`src/sv/rtyc_pkg.sv`:
```
// Shared constants, types and arithmetic helpers for the RGB to YUV 4:2:0 converter.
`default_nettype none
package rtyc_pkg;

    localparam int MaxWidth  = 1024;
    localparam int MaxHeight = 1024;
    localparam int CfgW      = 11;
    localparam int ColW      = $clog2(MaxWidth);
    localparam int RowW      = $clog2(MaxHeight);
    localparam int SlotW     = ColW - 1;
    localparam int PairSlots = MaxWidth / 2;
    localparam int PixW      = 8;
    localparam int TermW     = 25;
    localparam int PairW     = TermW + 1;
    localparam int SumW      = TermW + 3;
    localparam int FracW     = 18;
    localparam int AddrW     = 3;
    localparam int DataW     = 32;

    localparam logic [CfgW-1:0] SizeMin   = CfgW'(2);
    localparam logic [CfgW-1:0] WidthMax  = CfgW'(MaxWidth);
    localparam logic [CfgW-1:0] HeightMax = CfgW'(MaxHeight);

    localparam logic signed [TermW-1:0] CoefYR = 25'sd19589;
    localparam logic signed [TermW-1:0] CoefYG = 25'sd38443;
    localparam logic signed [TermW-1:0] CoefYB = 25'sd7497;
    localparam logic signed [TermW-1:0] CoefUB = 25'sd28613;
    localparam logic signed [TermW-1:0] CoefUG = 25'sd18953;
    localparam logic signed [TermW-1:0] CoefUR = 25'sd9657;
    localparam logic signed [TermW-1:0] CoefVR = 25'sd40296;
    localparam logic signed [TermW-1:0] CoefVG = 25'sd33715;
    localparam logic signed [TermW-1:0] CoefVB = 25'sd6575;
    localparam logic signed [SumW-1:0]  ChromaBias = SumW'(128) <<< FracW;

    typedef enum logic [0:0] {
        REG_FRAME_WIDTH  = 1'b0,
        REG_FRAME_HEIGHT = 1'b1
    } t_reg_idx;

    typedef struct packed {
        logic             col_odd;
        logic             row_odd;
        logic [SlotW-1:0] slot;
        logic             frame_end;
    } t_pix_ctrl;

    function automatic logic [CfgW-1:0] eff_size(input logic [CfgW-1:0] v,
                                                 input logic [CfgW-1:0] maxv);
        logic [CfgW-1:0] t;
        t = v;
        if (t < SizeMin) begin
            t = SizeMin;
        end
        if (t > maxv) begin
            t = maxv;
        end
        return {t[CfgW-1:1], 1'b0};
    endfunction

    function automatic logic [PixW-1:0] chroma_byte(input logic signed [SumW-1:0] s);
        logic signed [SumW-1:0] t;
        logic [PixW-1:0]        res;
        t = s + ChromaBias;
        if (t[SumW-1]) begin
            res = '0;
        end else if (|t[SumW-2:FracW+PixW]) begin
            res = '1;
        end else begin
            res = t[FracW+PixW-1:FracW];
        end
        return res;
    endfunction

endpackage
`default_nettype wire

```
`src/sv/rtyc_apb_regs.sv`:
```
// APB register file holding the frame width and height.
`default_nettype none
module rtyc_apb_regs
    import rtyc_pkg::*;
(
    input  wire logic             i_clk,
    input  wire logic             i_rst_n,
    input  wire logic             psel,
    input  wire logic             penable,
    input  wire logic             pwrite,
    input  wire logic [AddrW-1:0] paddr,
    input  wire logic [DataW-1:0] pwdata,
    output logic      [DataW-1:0] prdata,
    output logic                  pready,
    output logic      [CfgW-1:0]  o_frame_width,
    output logic      [CfgW-1:0]  o_frame_height
);

    logic [CfgW-1:0] r_width;
    logic [CfgW-1:0] r_height;
    logic            wr_en;
    t_reg_idx        idx;

    assign pready = 1'b1;
    assign wr_en  = psel && penable && pwrite && pready;
    assign idx    = t_reg_idx'(paddr[2]);

    always_ff @(posedge i_clk) begin
        if (!i_rst_n) begin
            r_width  <= SizeMin;
            r_height <= SizeMin;
        end else if (wr_en) begin
            unique case (idx)
                REG_FRAME_WIDTH:  r_width  <= pwdata[CfgW-1:0];
                REG_FRAME_HEIGHT: r_height <= pwdata[CfgW-1:0];
                default: ;
            endcase
        end
    end

    always_comb begin
        unique case (idx)
            REG_FRAME_WIDTH:  prdata = DataW'(r_width);
            REG_FRAME_HEIGHT: prdata = DataW'(r_height);
            default:          prdata = '0;
        endcase
    end

    assign o_frame_width  = r_width;
    assign o_frame_height = r_height;

endmodule
`default_nettype wire

```
`config.mk`:
```
export PLATFORM = sky130hd
export DESIGN_NAME = rtyc_apb_regs
export DESIGN_NICKNAME = d
export VERILOG_FILES = /design/src/sv/rtyc_pkg.sv /design/src/sv/rtyc_apb_regs.sv
export SDC_FILE = /design/constraint.sdc
export NUM_CORES = 1
export LEC_CHECK = 0
export ABC_AREA = 1
export BUFFER_PORTS_ARGS = -buffer_cell sky130_fd_sc_hd__buf_2
export CAP_MARGIN = 20
export CORE_ASPECT_RATIO = 0.5
export CORE_MARGIN = 4
export CORE_UTILIZATION = 42
export CTS_CLUSTER_SIZE = 25
export DETAILED_ROUTE_END_ITERATION = 12
export PLACE_DENSITY = 0.84
export SLEW_MARGIN = 15
export SYNTH_ARGS = -nofsm -noshare
export SYNTH_HDL_FRONTEND = slang
export SYNTH_SLANG_ARGS = --single-unit
```
`constraint.sdc`:
```
create_clock -name i_clk -period 1.55 [get_ports i_clk]
set_input_delay 0.2325 -clock i_clk [delete_from_list [all_inputs] [get_ports i_clk]]
set_output_delay 0.2325 -clock i_clk [all_outputs]
set_load 0.02 [all_outputs]
```
==> key figures <==
Run status
  – Outcome: finished, final reports clean

Clocking
  – CTS sink cnt: 22
  – Clk Latency, worst-skew pair: 260 ps
  – Htree depth: 1
  – Postcts setup bufs: 0
  – Clock Pin Slew Worst Setup and Hold Paths: approximately 80 ps
  – Clock buffer count from CTS: 3
  – Hold-fix buffers at CTS: 0
  – CTS tree: yes
  – CTS Buffer Depth: 2
  – CTS root buffer: clkbuf_8
  – Post-CTS sizing: 0

Die
  – Core Region: around 2700 sq um
  – Die ar.: between 3000 and 4000 sq um
  – FP Rows: 13
  – Initial core utilization: 0.452
  – Io pins: between 90 and 100
  – Die Height: between 40 and 50 microns
  – Die width: between 80 and 90 microns

Global route
  – Initial antenna violation count: 0
  – Largest net degree at the start of global routing: 23
  – First-pass GRT wire length: 4640 microns
  – Global-route usage over all layers: 0.150
  – Gr ovfl total: 0
  – Met2 usage: 0.310
  – Met3 Track Usage GR: 0.0433
  – Vias in the first global route: about 1,100
  – Most used routing layer in global routing: met2
  – Met1 Usage GRT: 0.156

Synthesis
  – Cells after Synth: approximately 190
  – Top post-synthesis cells by area: dfxtp_1 (37%), nand2_1 (17%), buf_4 (15%), nor2_1 (13%), nand3_1 (9.6%)
  – Yosys top cell area share: 0.366
  – Synth Area in Compound Gates: 0.00831
  – Adder and majority gate portion of the synthesized area: 0
  – Mean Syn Cell Area: roughly 6.3 sq um
  – Post-synthesis mux area share: 0
  – Post-Synth XOR/XNOR Area: 0
  – Synth unique cells: 13
  – Synth area leader: dfxtp_1
  – Synth warn: 0
  – Seq/Total Area, Yosys: 0.366
  – Yosys reg bits: 22
  – Syn Std Cell Area: about 1200 sq um
  – Post-Synth Simple-Gate Area: 0.404
  – Largest family of logic cells by synthesized area: simple AND/OR/NAND/NOR gates

Route
  – ANT nets after route: 0
  – Vias per Instance: between 4 and 5
  – DR iter-0 viols: 56
  – Drt pass-1 iters: 4
  – Wire per inst: 10.6 microns
  – DRC Markers: 0
  – Final wirelength: around 2900 microns
  – Via count: 1,259

Timing
  – Max-slew violations: 0
  – Setup WS post-layout: between 200 and 250 ps
  – Setup_tns: 0 ps
  – Crit path time final: 1320 ps
  – Final Hold Viols: 0
  – Worst Max-Slew Pin Slew: 810 ps
  – Setup Viol. Count Final: 0
  – Unrepaired setup endpoints after global routing: false
  – Max-slew headroom: 0.458
  – Clock Skews: 0 ps
  – Period Utilization, post-route: 0.852
  – Fmax: 0.757 GHz

Power
  – PwrDens: between 800 and 900 nW/um^2
  – Switching Share: 0.298
  – Internal: 881 uW
  – Sequential power share: 0.477
  – Switching pwr: ~370 uW
  – Clock power frac: 0.325
  – Power, Total: 1250 uW
  – Leak pwr: roughly 0.00084 uW
  – Peak VDD IR: a little under 0.4 mV
  – Combinational power share: 0.199

Min path
  – Hold Crit Class: in2reg

Finish
  – Design area: 1440 sq um
  – Commonest non-fill, non-tap cell in the layout: nand2_1
  – Post-layout nets: about 280
  – FILL cells: 258
  – P&R area growth vs syn: 19.6%
  – Antenna Cells: 0
  – Most frequent cells in the layout: nand2_1 (56), buf_2 (49), nor2_1 (43)
  – Share of cells above drive strength 1: 0.245

Job
  – Max-cap viol count: 0

Critical path
  – WP data required: approximately 1300 ps
  – Worst Path Max Fanout: 18
  – Critical Path End Type: output port
  – Crit path launch type: primary input
  – Crit path DAT: approximately 1100 ps
  – Setup slack on the worst flop-to-flop path: 930 ps
  – Setup CP Type: in2out

Placed design
  – Final GP Congestion: ~0.73
  – Port bufs: approximately 50
  – Area post-placement: ~1400 sq um
  – HPWL Detailed: 2100 microns
  – Pre-CTS WS: around 120 ps
## power groups by stage
stage          clock network (uW)  registers, uW  logic [uW]
6_report                      407            598         249
4_1_cts                       413            598         249
5_1_grt                       440            601         275
2_1_floorplan                   0            635         192
3_3_place_gp                    0            611         243
3_5_place_dp                    0            612         247
## area by class of cell
type                    count  area [sq um]  area share
clock buffers               4          55.1      0.0382
inverters                  12          45.0      0.0313
repair buffers             53           275       0.191
flip-flops and latches     22           440       0.306
well taps                  37          46.3      0.0321
multi-input cells         146           579       0.402
## worst max-delay path, stage by stage
cell     delay (ps)
buf_2           120
inv_2           260
buf_4           210
nand2_1          50
nand2_1          50
buf_2           150
## stage by stage
stage               hold WS (ps)  utilization  cells
global placement             460        0.520    270
detailed placement           472        0.520    270
finish                       199        0.540    274
global route                 235        0.540    274
CTS                          201        0.540    274
floorplan                    353            -    212
## sequential cells by signal, summed over array words and instances (netlist names)
signal / cells
o_frame_width: 11
o_frame_height: 11
## cell usage after synthesis (all sizes together)
library cell,count
nand2,56
nor2,43
buf,30
nand3,23
dfxtp,22
inv,12
clkbuf,2
conb,2
o21ai,2
## path summary, 6_finish.rpt
kind	from	end	cells after the start
max	paddr[2]	prdata[9]	6
min	pwdata[1]	o_frame_width[1]	3
max reg2reg	o_frame_width[6]	o_frame_width[6]	2
min reg2reg	o_frame_width[1]	o_frame_width[1]	2
## logic make-up (layout without fill, tap and decap cells)
| logic type | after synthesis | in the layout |
|---|---|---|
| AO/OA/AOI/OAI | 2 | 2 |
| buffers and inverters | 44 | 69 |
| AND/OR/NAND/NOR | 122 | 122 |
| flip-flops | 22 | 22 |
| other | 2 | 22 |
## metal layers
layer / vias to the layer above / wire length [microns]
li1: 625 / -
met1: 571 / 1120
met2: 61 / 1520
met3: 2 / 249
met4: 0 / 16
met5: - / 0
Power figures use the tool's default switching activity.
