<file path="src/sv/rtyc_pkg.sv">
// Shared constants, types and arithmetic helpers for the RGB to YUV 4:2:0 converter.
`default_nettype none
package rtyc_pkg;

    localparam int MaxWidth  = 1024;
    localparam int MaxHeight = 1024;
    localparam int CfgW      = 11;
    localparam int ColW      = $clog2(MaxWidth);
    localparam int RowW      = $clog2(MaxHeight);
    localparam int SlotW     = ColW - 1;
    localparam int PairSlots = MaxWidth / 2;
    localparam int PixW      = 8;
    localparam int TermW     = 25;
    localparam int PairW     = TermW + 1;
    localparam int SumW      = TermW + 3;
    localparam int FracW     = 18;
    localparam int AddrW     = 3;
    localparam int DataW     = 32;

    localparam logic [CfgW-1:0] SizeMin   = CfgW'(2);
    localparam logic [CfgW-1:0] WidthMax  = CfgW'(MaxWidth);
    localparam logic [CfgW-1:0] HeightMax = CfgW'(MaxHeight);

    localparam logic signed [TermW-1:0] CoefYR = 25'sd19589;
    localparam logic signed [TermW-1:0] CoefYG = 25'sd38443;
    localparam logic signed [TermW-1:0] CoefYB = 25'sd7497;
    localparam logic signed [TermW-1:0] CoefUB = 25'sd28613;
    localparam logic signed [TermW-1:0] CoefUG = 25'sd18953;
    localparam logic signed [TermW-1:0] CoefUR = 25'sd9657;
    localparam logic signed [TermW-1:0] CoefVR = 25'sd40296;
    localparam logic signed [TermW-1:0] CoefVG = 25'sd33715;
    localparam logic signed [TermW-1:0] CoefVB = 25'sd6575;
    localparam logic signed [SumW-1:0]  ChromaBias = SumW'(128) <<< FracW;

    typedef enum logic [0:0] {
        REG_FRAME_WIDTH  = 1'b0,
        REG_FRAME_HEIGHT = 1'b1
    } t_reg_idx;

    typedef struct packed {
        logic             col_odd;
        logic             row_odd;
        logic [SlotW-1:0] slot;
        logic             frame_end;
    } t_pix_ctrl;

    function automatic logic [CfgW-1:0] eff_size(input logic [CfgW-1:0] v,
                                                 input logic [CfgW-1:0] maxv);
        logic [CfgW-1:0] t;
        t = v;
        if (t < SizeMin) begin
            t = SizeMin;
        end
        if (t > maxv) begin
            t = maxv;
        end
        return {t[CfgW-1:1], 1'b0};
    endfunction

    function automatic logic [PixW-1:0] chroma_byte(input logic signed [SumW-1:0] s);
        logic signed [SumW-1:0] t;
        logic [PixW-1:0]        res;
        t = s + ChromaBias;
        if (t[SumW-1]) begin
            res = '0;
        end else if (|t[SumW-2:FracW+PixW]) begin
            res = '1;
        end else begin
            res = t[FracW+PixW-1:FracW];
        end
        return res;
    endfunction

endpackage
`default_nettype wire

</file>
<file path="src/sv/rtyc_pixel_front.sv">
// Input register stage with column and row counters.
`default_nettype none
module rtyc_pixel_front
    import rtyc_pkg::*;
(
    input  wire logic              i_clk,
    input  wire logic              i_rst_n,
    input  wire logic [CfgW-1:0]   i_frame_width,
    input  wire logic [CfgW-1:0]   i_frame_height,
    input  wire logic              i_valid,
    input  wire logic [3*PixW-1:0] i_data,
    output logic                   o_ready,
    output logic                   o_valid,
    output logic      [3*PixW-1:0] o_data,
    output t_pix_ctrl              o_ctrl,
    input  wire logic              i_ready
);

    logic              r_valid;
    logic [3*PixW-1:0] r_data;
    t_pix_ctrl         r_ctrl;
    logic [ColW-1:0]   r_col;
    logic [RowW-1:0]   r_row;
    logic [ColW-1:0]   n_col;
    logic [RowW-1:0]   n_row;
    logic [CfgW-1:0]   w_eff;
    logic [CfgW-1:0]   h_eff;
    logic              last_col;
    logic              last_row;
    logic              accept;

    assign o_ready  = !r_valid || i_ready;
    assign accept   = i_valid && o_ready;
    assign w_eff    = eff_size(i_frame_width, WidthMax);
    assign h_eff    = eff_size(i_frame_height, HeightMax);
    assign last_col = (CfgW'(r_col) + CfgW'(1)) >= w_eff;
    assign last_row = (CfgW'(r_row) + CfgW'(1)) >= h_eff;

    always_comb begin
        n_col = r_col + ColW'(1);
        n_row = r_row;
        if (last_col) begin
            n_col = '0;
            n_row = last_row ? '0 : r_row + RowW'(1);
        end
    end

    always_ff @(posedge i_clk) begin
        if (!i_rst_n) begin
            r_valid <= 1'b0;
            r_col   <= '0;
            r_row   <= '0;
        end else begin
            if (o_ready) begin
                r_valid <= i_valid;
            end
            if (accept) begin
                r_col <= n_col;
                r_row <= n_row;
            end
        end
    end

    always_ff @(posedge i_clk) begin
        if (accept) begin
            r_data           <= i_data;
            r_ctrl.col_odd   <= r_col[0];
            r_ctrl.row_odd   <= r_row[0];
            r_ctrl.slot      <= r_col[ColW-1:1];
            r_ctrl.frame_end <= last_col && last_row;
        end
    end

    assign o_valid = r_valid;
    assign o_data  = r_data;
    assign o_ctrl  = r_ctrl;

endmodule
`default_nettype wire

</file>
<file path="config.mk">
export PLATFORM = sky130hd
export DESIGN_NAME = rtyc_pixel_front
export DESIGN_NICKNAME = d
export VERILOG_FILES = /design/src/sv/rtyc_pkg.sv /design/src/sv/rtyc_pixel_front.sv
export SDC_FILE = /design/constraint.sdc
export NUM_CORES = 1
export LEC_CHECK = 0
export BUFFER_PORTS_ARGS = -buffer_cell sky130_fd_sc_hd__clkbuf_2
export CELL_PAD_IN_SITES_DETAIL_PLACEMENT = 2
export CELL_PAD_IN_SITES_GLOBAL_PLACEMENT = 2
export CORE_UTILIZATION = 34
export CTS_CLUSTER_DIAMETER = 50
export CTS_CLUSTER_SIZE = 28
export DETAILED_ROUTE_END_ITERATION = 6
export PLACE_DENSITY_LB_ADDON = 0.1
export SLEW_MARGIN = 20
export SYNTH_ARGS = -nofsm -noshare
export SYNTH_HDL_FRONTEND = slang
export SYNTH_SLANG_ARGS = --single-unit
</file>
<file path="constraint.sdc">
create_clock -name i_clk -period 8.3 [get_ports i_clk]
set_input_delay 1.66 -clock i_clk [delete_from_list [all_inputs] [get_ports i_clk]]
set_output_delay 1.66 -clock i_clk [all_outputs]
set_load 0.005 [all_outputs]
</file>
==> metrics.txt <==
TritonRoute pass-1 iters=4; Die H=92.9 um; Fmax=249 MHz; ys async rst share=0%; post-route minimum period=4.01 ns; worst-path fanout max=7; critical-path cell with the highest stage delay=nor3_1; postcts setup bufs=0; DR vias=2306; routed wl met3=390 um; drc violations=0; M1 wire length=3.35 mm; Slew @ Worst Pin=1.01 ns; worst path required time=8.56 ns; Crit. Startpoint=i_frame_width[9]; Layout Skew=0.00758 ns; Crit Reg-Reg Endpoint=r_col[5]$_SDFFE_PN0P_; largest net degree at the start of global routing=37; Worst setup SP type=input pin; top sig layer=met4; number of synthesized flops with an enable pin=36; total CTS buffers=9; wire length on met2=3.45 mm; Core Region=7850 sq um; critical path's most frequent cell=a21oi_1; Mean Syn Cell Area=11.4 sq um; Reg area=1500 sq um; fin crit share=48.3%; most common cell after layout, fill and taps aside=clkbuf_2; worst r2r src=r_col[0]$_SDFFE_PN0P_; commonest cells after routing, fill and taps aside=clkbuf_2, nand2_1, edfxtp_1; Main synth FF type=edfxtp_1; H-Tree Depth=3; Multi-input gate area=1240 sq um; Final setup viols=0; Post-Syn Instances=247; FF-to-FF path depth=11; arrival time at the worst endpoint=4.27 ns; Crit Path Category=input pin to flip-flop; RSZ-0062 raised after global routing=false; initial antenna violation count=0; Worst R2R Setup Slack=4.69 ns; CTS tree=built; Post-Syn Area=2810 sq um; Worst slew margin=32.0%; crit path cell chain=clkbuf_2, nor4_1, a21oi_1, nor2_1, ha_1, and3_4, o311ai_4, a21oi_2, nor3_1, a21oi_1, o21ai_1; Die X-Extent=92.9 um; crit-path max cell delay=0.82 ns; maximum vdd ir drop=0.0766 mV; clock tree root driver cell=clkbuf_8; Inserted Diodes=0; Post-Synthesis Net Count=319; layout cells sized above 1=34.3%; Setup TNS=0 ns; Final Hold Viols=0; GPL Wtd Cong=0.740; Initial DRC Count=64; Synth cell types=46; CTS resizes=0; total grt overflow=0; Pwr Density=176 nW/um^2; MaxCap Viol Count=0; fin nets=414; Seq/Total Area, Yosys=53.4%; fillers=877; die footprint=8640 sq um; IO Port Bufs=85; crit path capture=r_col[5]$_SDFFE_PN0P_; Routed wire per std cell=16.1 um; min-delay worst type=flip-flop to flip-flop; std cell rows=32; first-pass GRT wire length=12.0 mm; area grow syn2layout=26.1%; status=completed; Worst-Skew Late Latency=0.33 ns; Vias/cell=5.14; Initial Util=35.8%; Hold Buf Count CTS=0; worst hold slack=0.515 ns; Max clock buf depth=2; Worst-path clk slew=0.07 ns; leakage power=1.58 nW; Slew Limit Fails=0; synth warn=0; Routed WL=7.25 mm; ANT nets after route=0; vias in the first global route=2483; DP HPWL=5.55 mm; Seq cells post-synth=57; I/O Pins=88; # clock sinks=57; Crit. End Element=flip-flop; Overall Global Routing Usage=18.1%
==> how the worst min path moves through the flow <==
stage | from | end | slack (ns) | cells past startpoint
finish | r_col[9]$_SDFFE_PN0P_ | o_ctrl[9]$_DFFE_PP_ | 0.51 | 0
global route | r_col[9]$_SDFFE_PN0P_ | o_ctrl[9]$_DFFE_PP_ | 0.54 | 0
CTS | r_col[9]$_SDFFE_PN0P_ | o_ctrl[9]$_DFFE_PP_ | 0.52 | 0
detailed placement | r_col[9]$_SDFFE_PN0P_ | o_ctrl[9]$_DFFE_PP_ | 0.50 | 0
global placement | r_row[1]$_SDFFE_PN0P_ | r_row[1]$_SDFFE_PN0P_ | 0.47 | 2
floorplan | r_row[1]$_SDFFE_PN0P_ | r_row[1]$_SDFFE_PN0P_ | 0.45 | 2
==> synth_stat cells, types with 2 or more instances <==
cell type  instances  area [sq um]
nor2_1             5          18.8
nor4_1             5          31.3
a31oi_1            5          31.3
inv_1             14          52.6
or3_1              3          18.8
clkinv_1           2          7.51
nand2_1           37           139
o21ai_0            5          25.0
nor2b_1            2          12.5
xor2_1             4          35.0
nand4_1            2          12.5
o22ai_1            5          31.3
o21ai_1            3          15.0
a21o_1             3          22.5
a32o_1             3          30.0
nand3_1           13          65.1
a221oi_4           2          52.6
and3_4             2          22.5
dfxtp_1           21           420
a21oi_1            8          40.0
nor3_1             2          10.0
xnor2_1            9          78.8
a22o_1             3          26.3
edfxtp_1          36          1080
ha_1              22           275
or2_2              2          12.5
a21o_2             4          35.0
and3_1             7          43.8
==> layer usage <==
layer	vias up	global-route usage, %
li1	1104	-
met1	1114	22.5
met2	81	30.0
met3	7	5.34
met4	0	6.03
met5	-	0
==> logic make-up after synthesis <==
family                   after synthesis  synth area share (%)
AND/OR/NAND/NOR                       88                  16.2
buffers and inverters                 18                  2.63
XOR/XNOR                              13                  4.05
AO/OA/AOI/OAI                         49                  14.0
flip-flops                            57                  53.4
adder cells (fa/ha/maj)               22                  9.79
==> power by group <==
part	switching (W)	internal [W]
combinational	0.0000321	0.0000262
sequential	0.00000481	0.000314
clock	0.000110	0.000137
total	0.000147	0.000477
==> sequential cells by signal, indices dropped and copies added, names as in the netlist <==
name     count
o_data      24
o_ctrl      12
r_col       10
r_row       10
o_valid      1
==> through the flow <==
| stage | util, % | total power (W) | setup WS (ns) | area [sq um] | cells |
|---|---|---|---|---|---|
| finish | 45.2 | 0.000624 | 4.29 | 3550 | 449 |
| global route | 45.2 | 0.000656 | 4.06 | 3550 | 449 |
| CTS | 45.2 | 0.000636 | 4.30 | 3550 | 449 |
| detailed placement | 42.8 | 0.000385 | 3.95 | 3360 | 433 |
| global placement | 42.8 | 0.000381 | 4.02 | 3360 | 433 |
| floorplan | - | 0.000353 | 4.61 | 2810 | 247 |
==> cell type report <==
type / instances / area share [%]
clock inverters: 6 / 1.69
repair buffers: 86 / 12.2
well taps: 102 / 3.60
multi-input cells: 172 / 34.9
clock buffers: 10 / 3.60
flip-flops and latches: 57 / 42.3
inverters: 16 / 1.69
==> worst max-delay path, delay by kind of cell <==
| kind | cells | cell delay, ns |
|---|---|---|
| AND/OR/NAND/NOR | 4 | 1.40 |
| buffers and inverters | 1 | 0.09 |
| AO/OA/AOI/OAI | 5 | 0.90 |
| adder cells (fa/ha/maj) | 1 | 0.23 |
No activity file was read; power rests on OpenSTA's default activity.
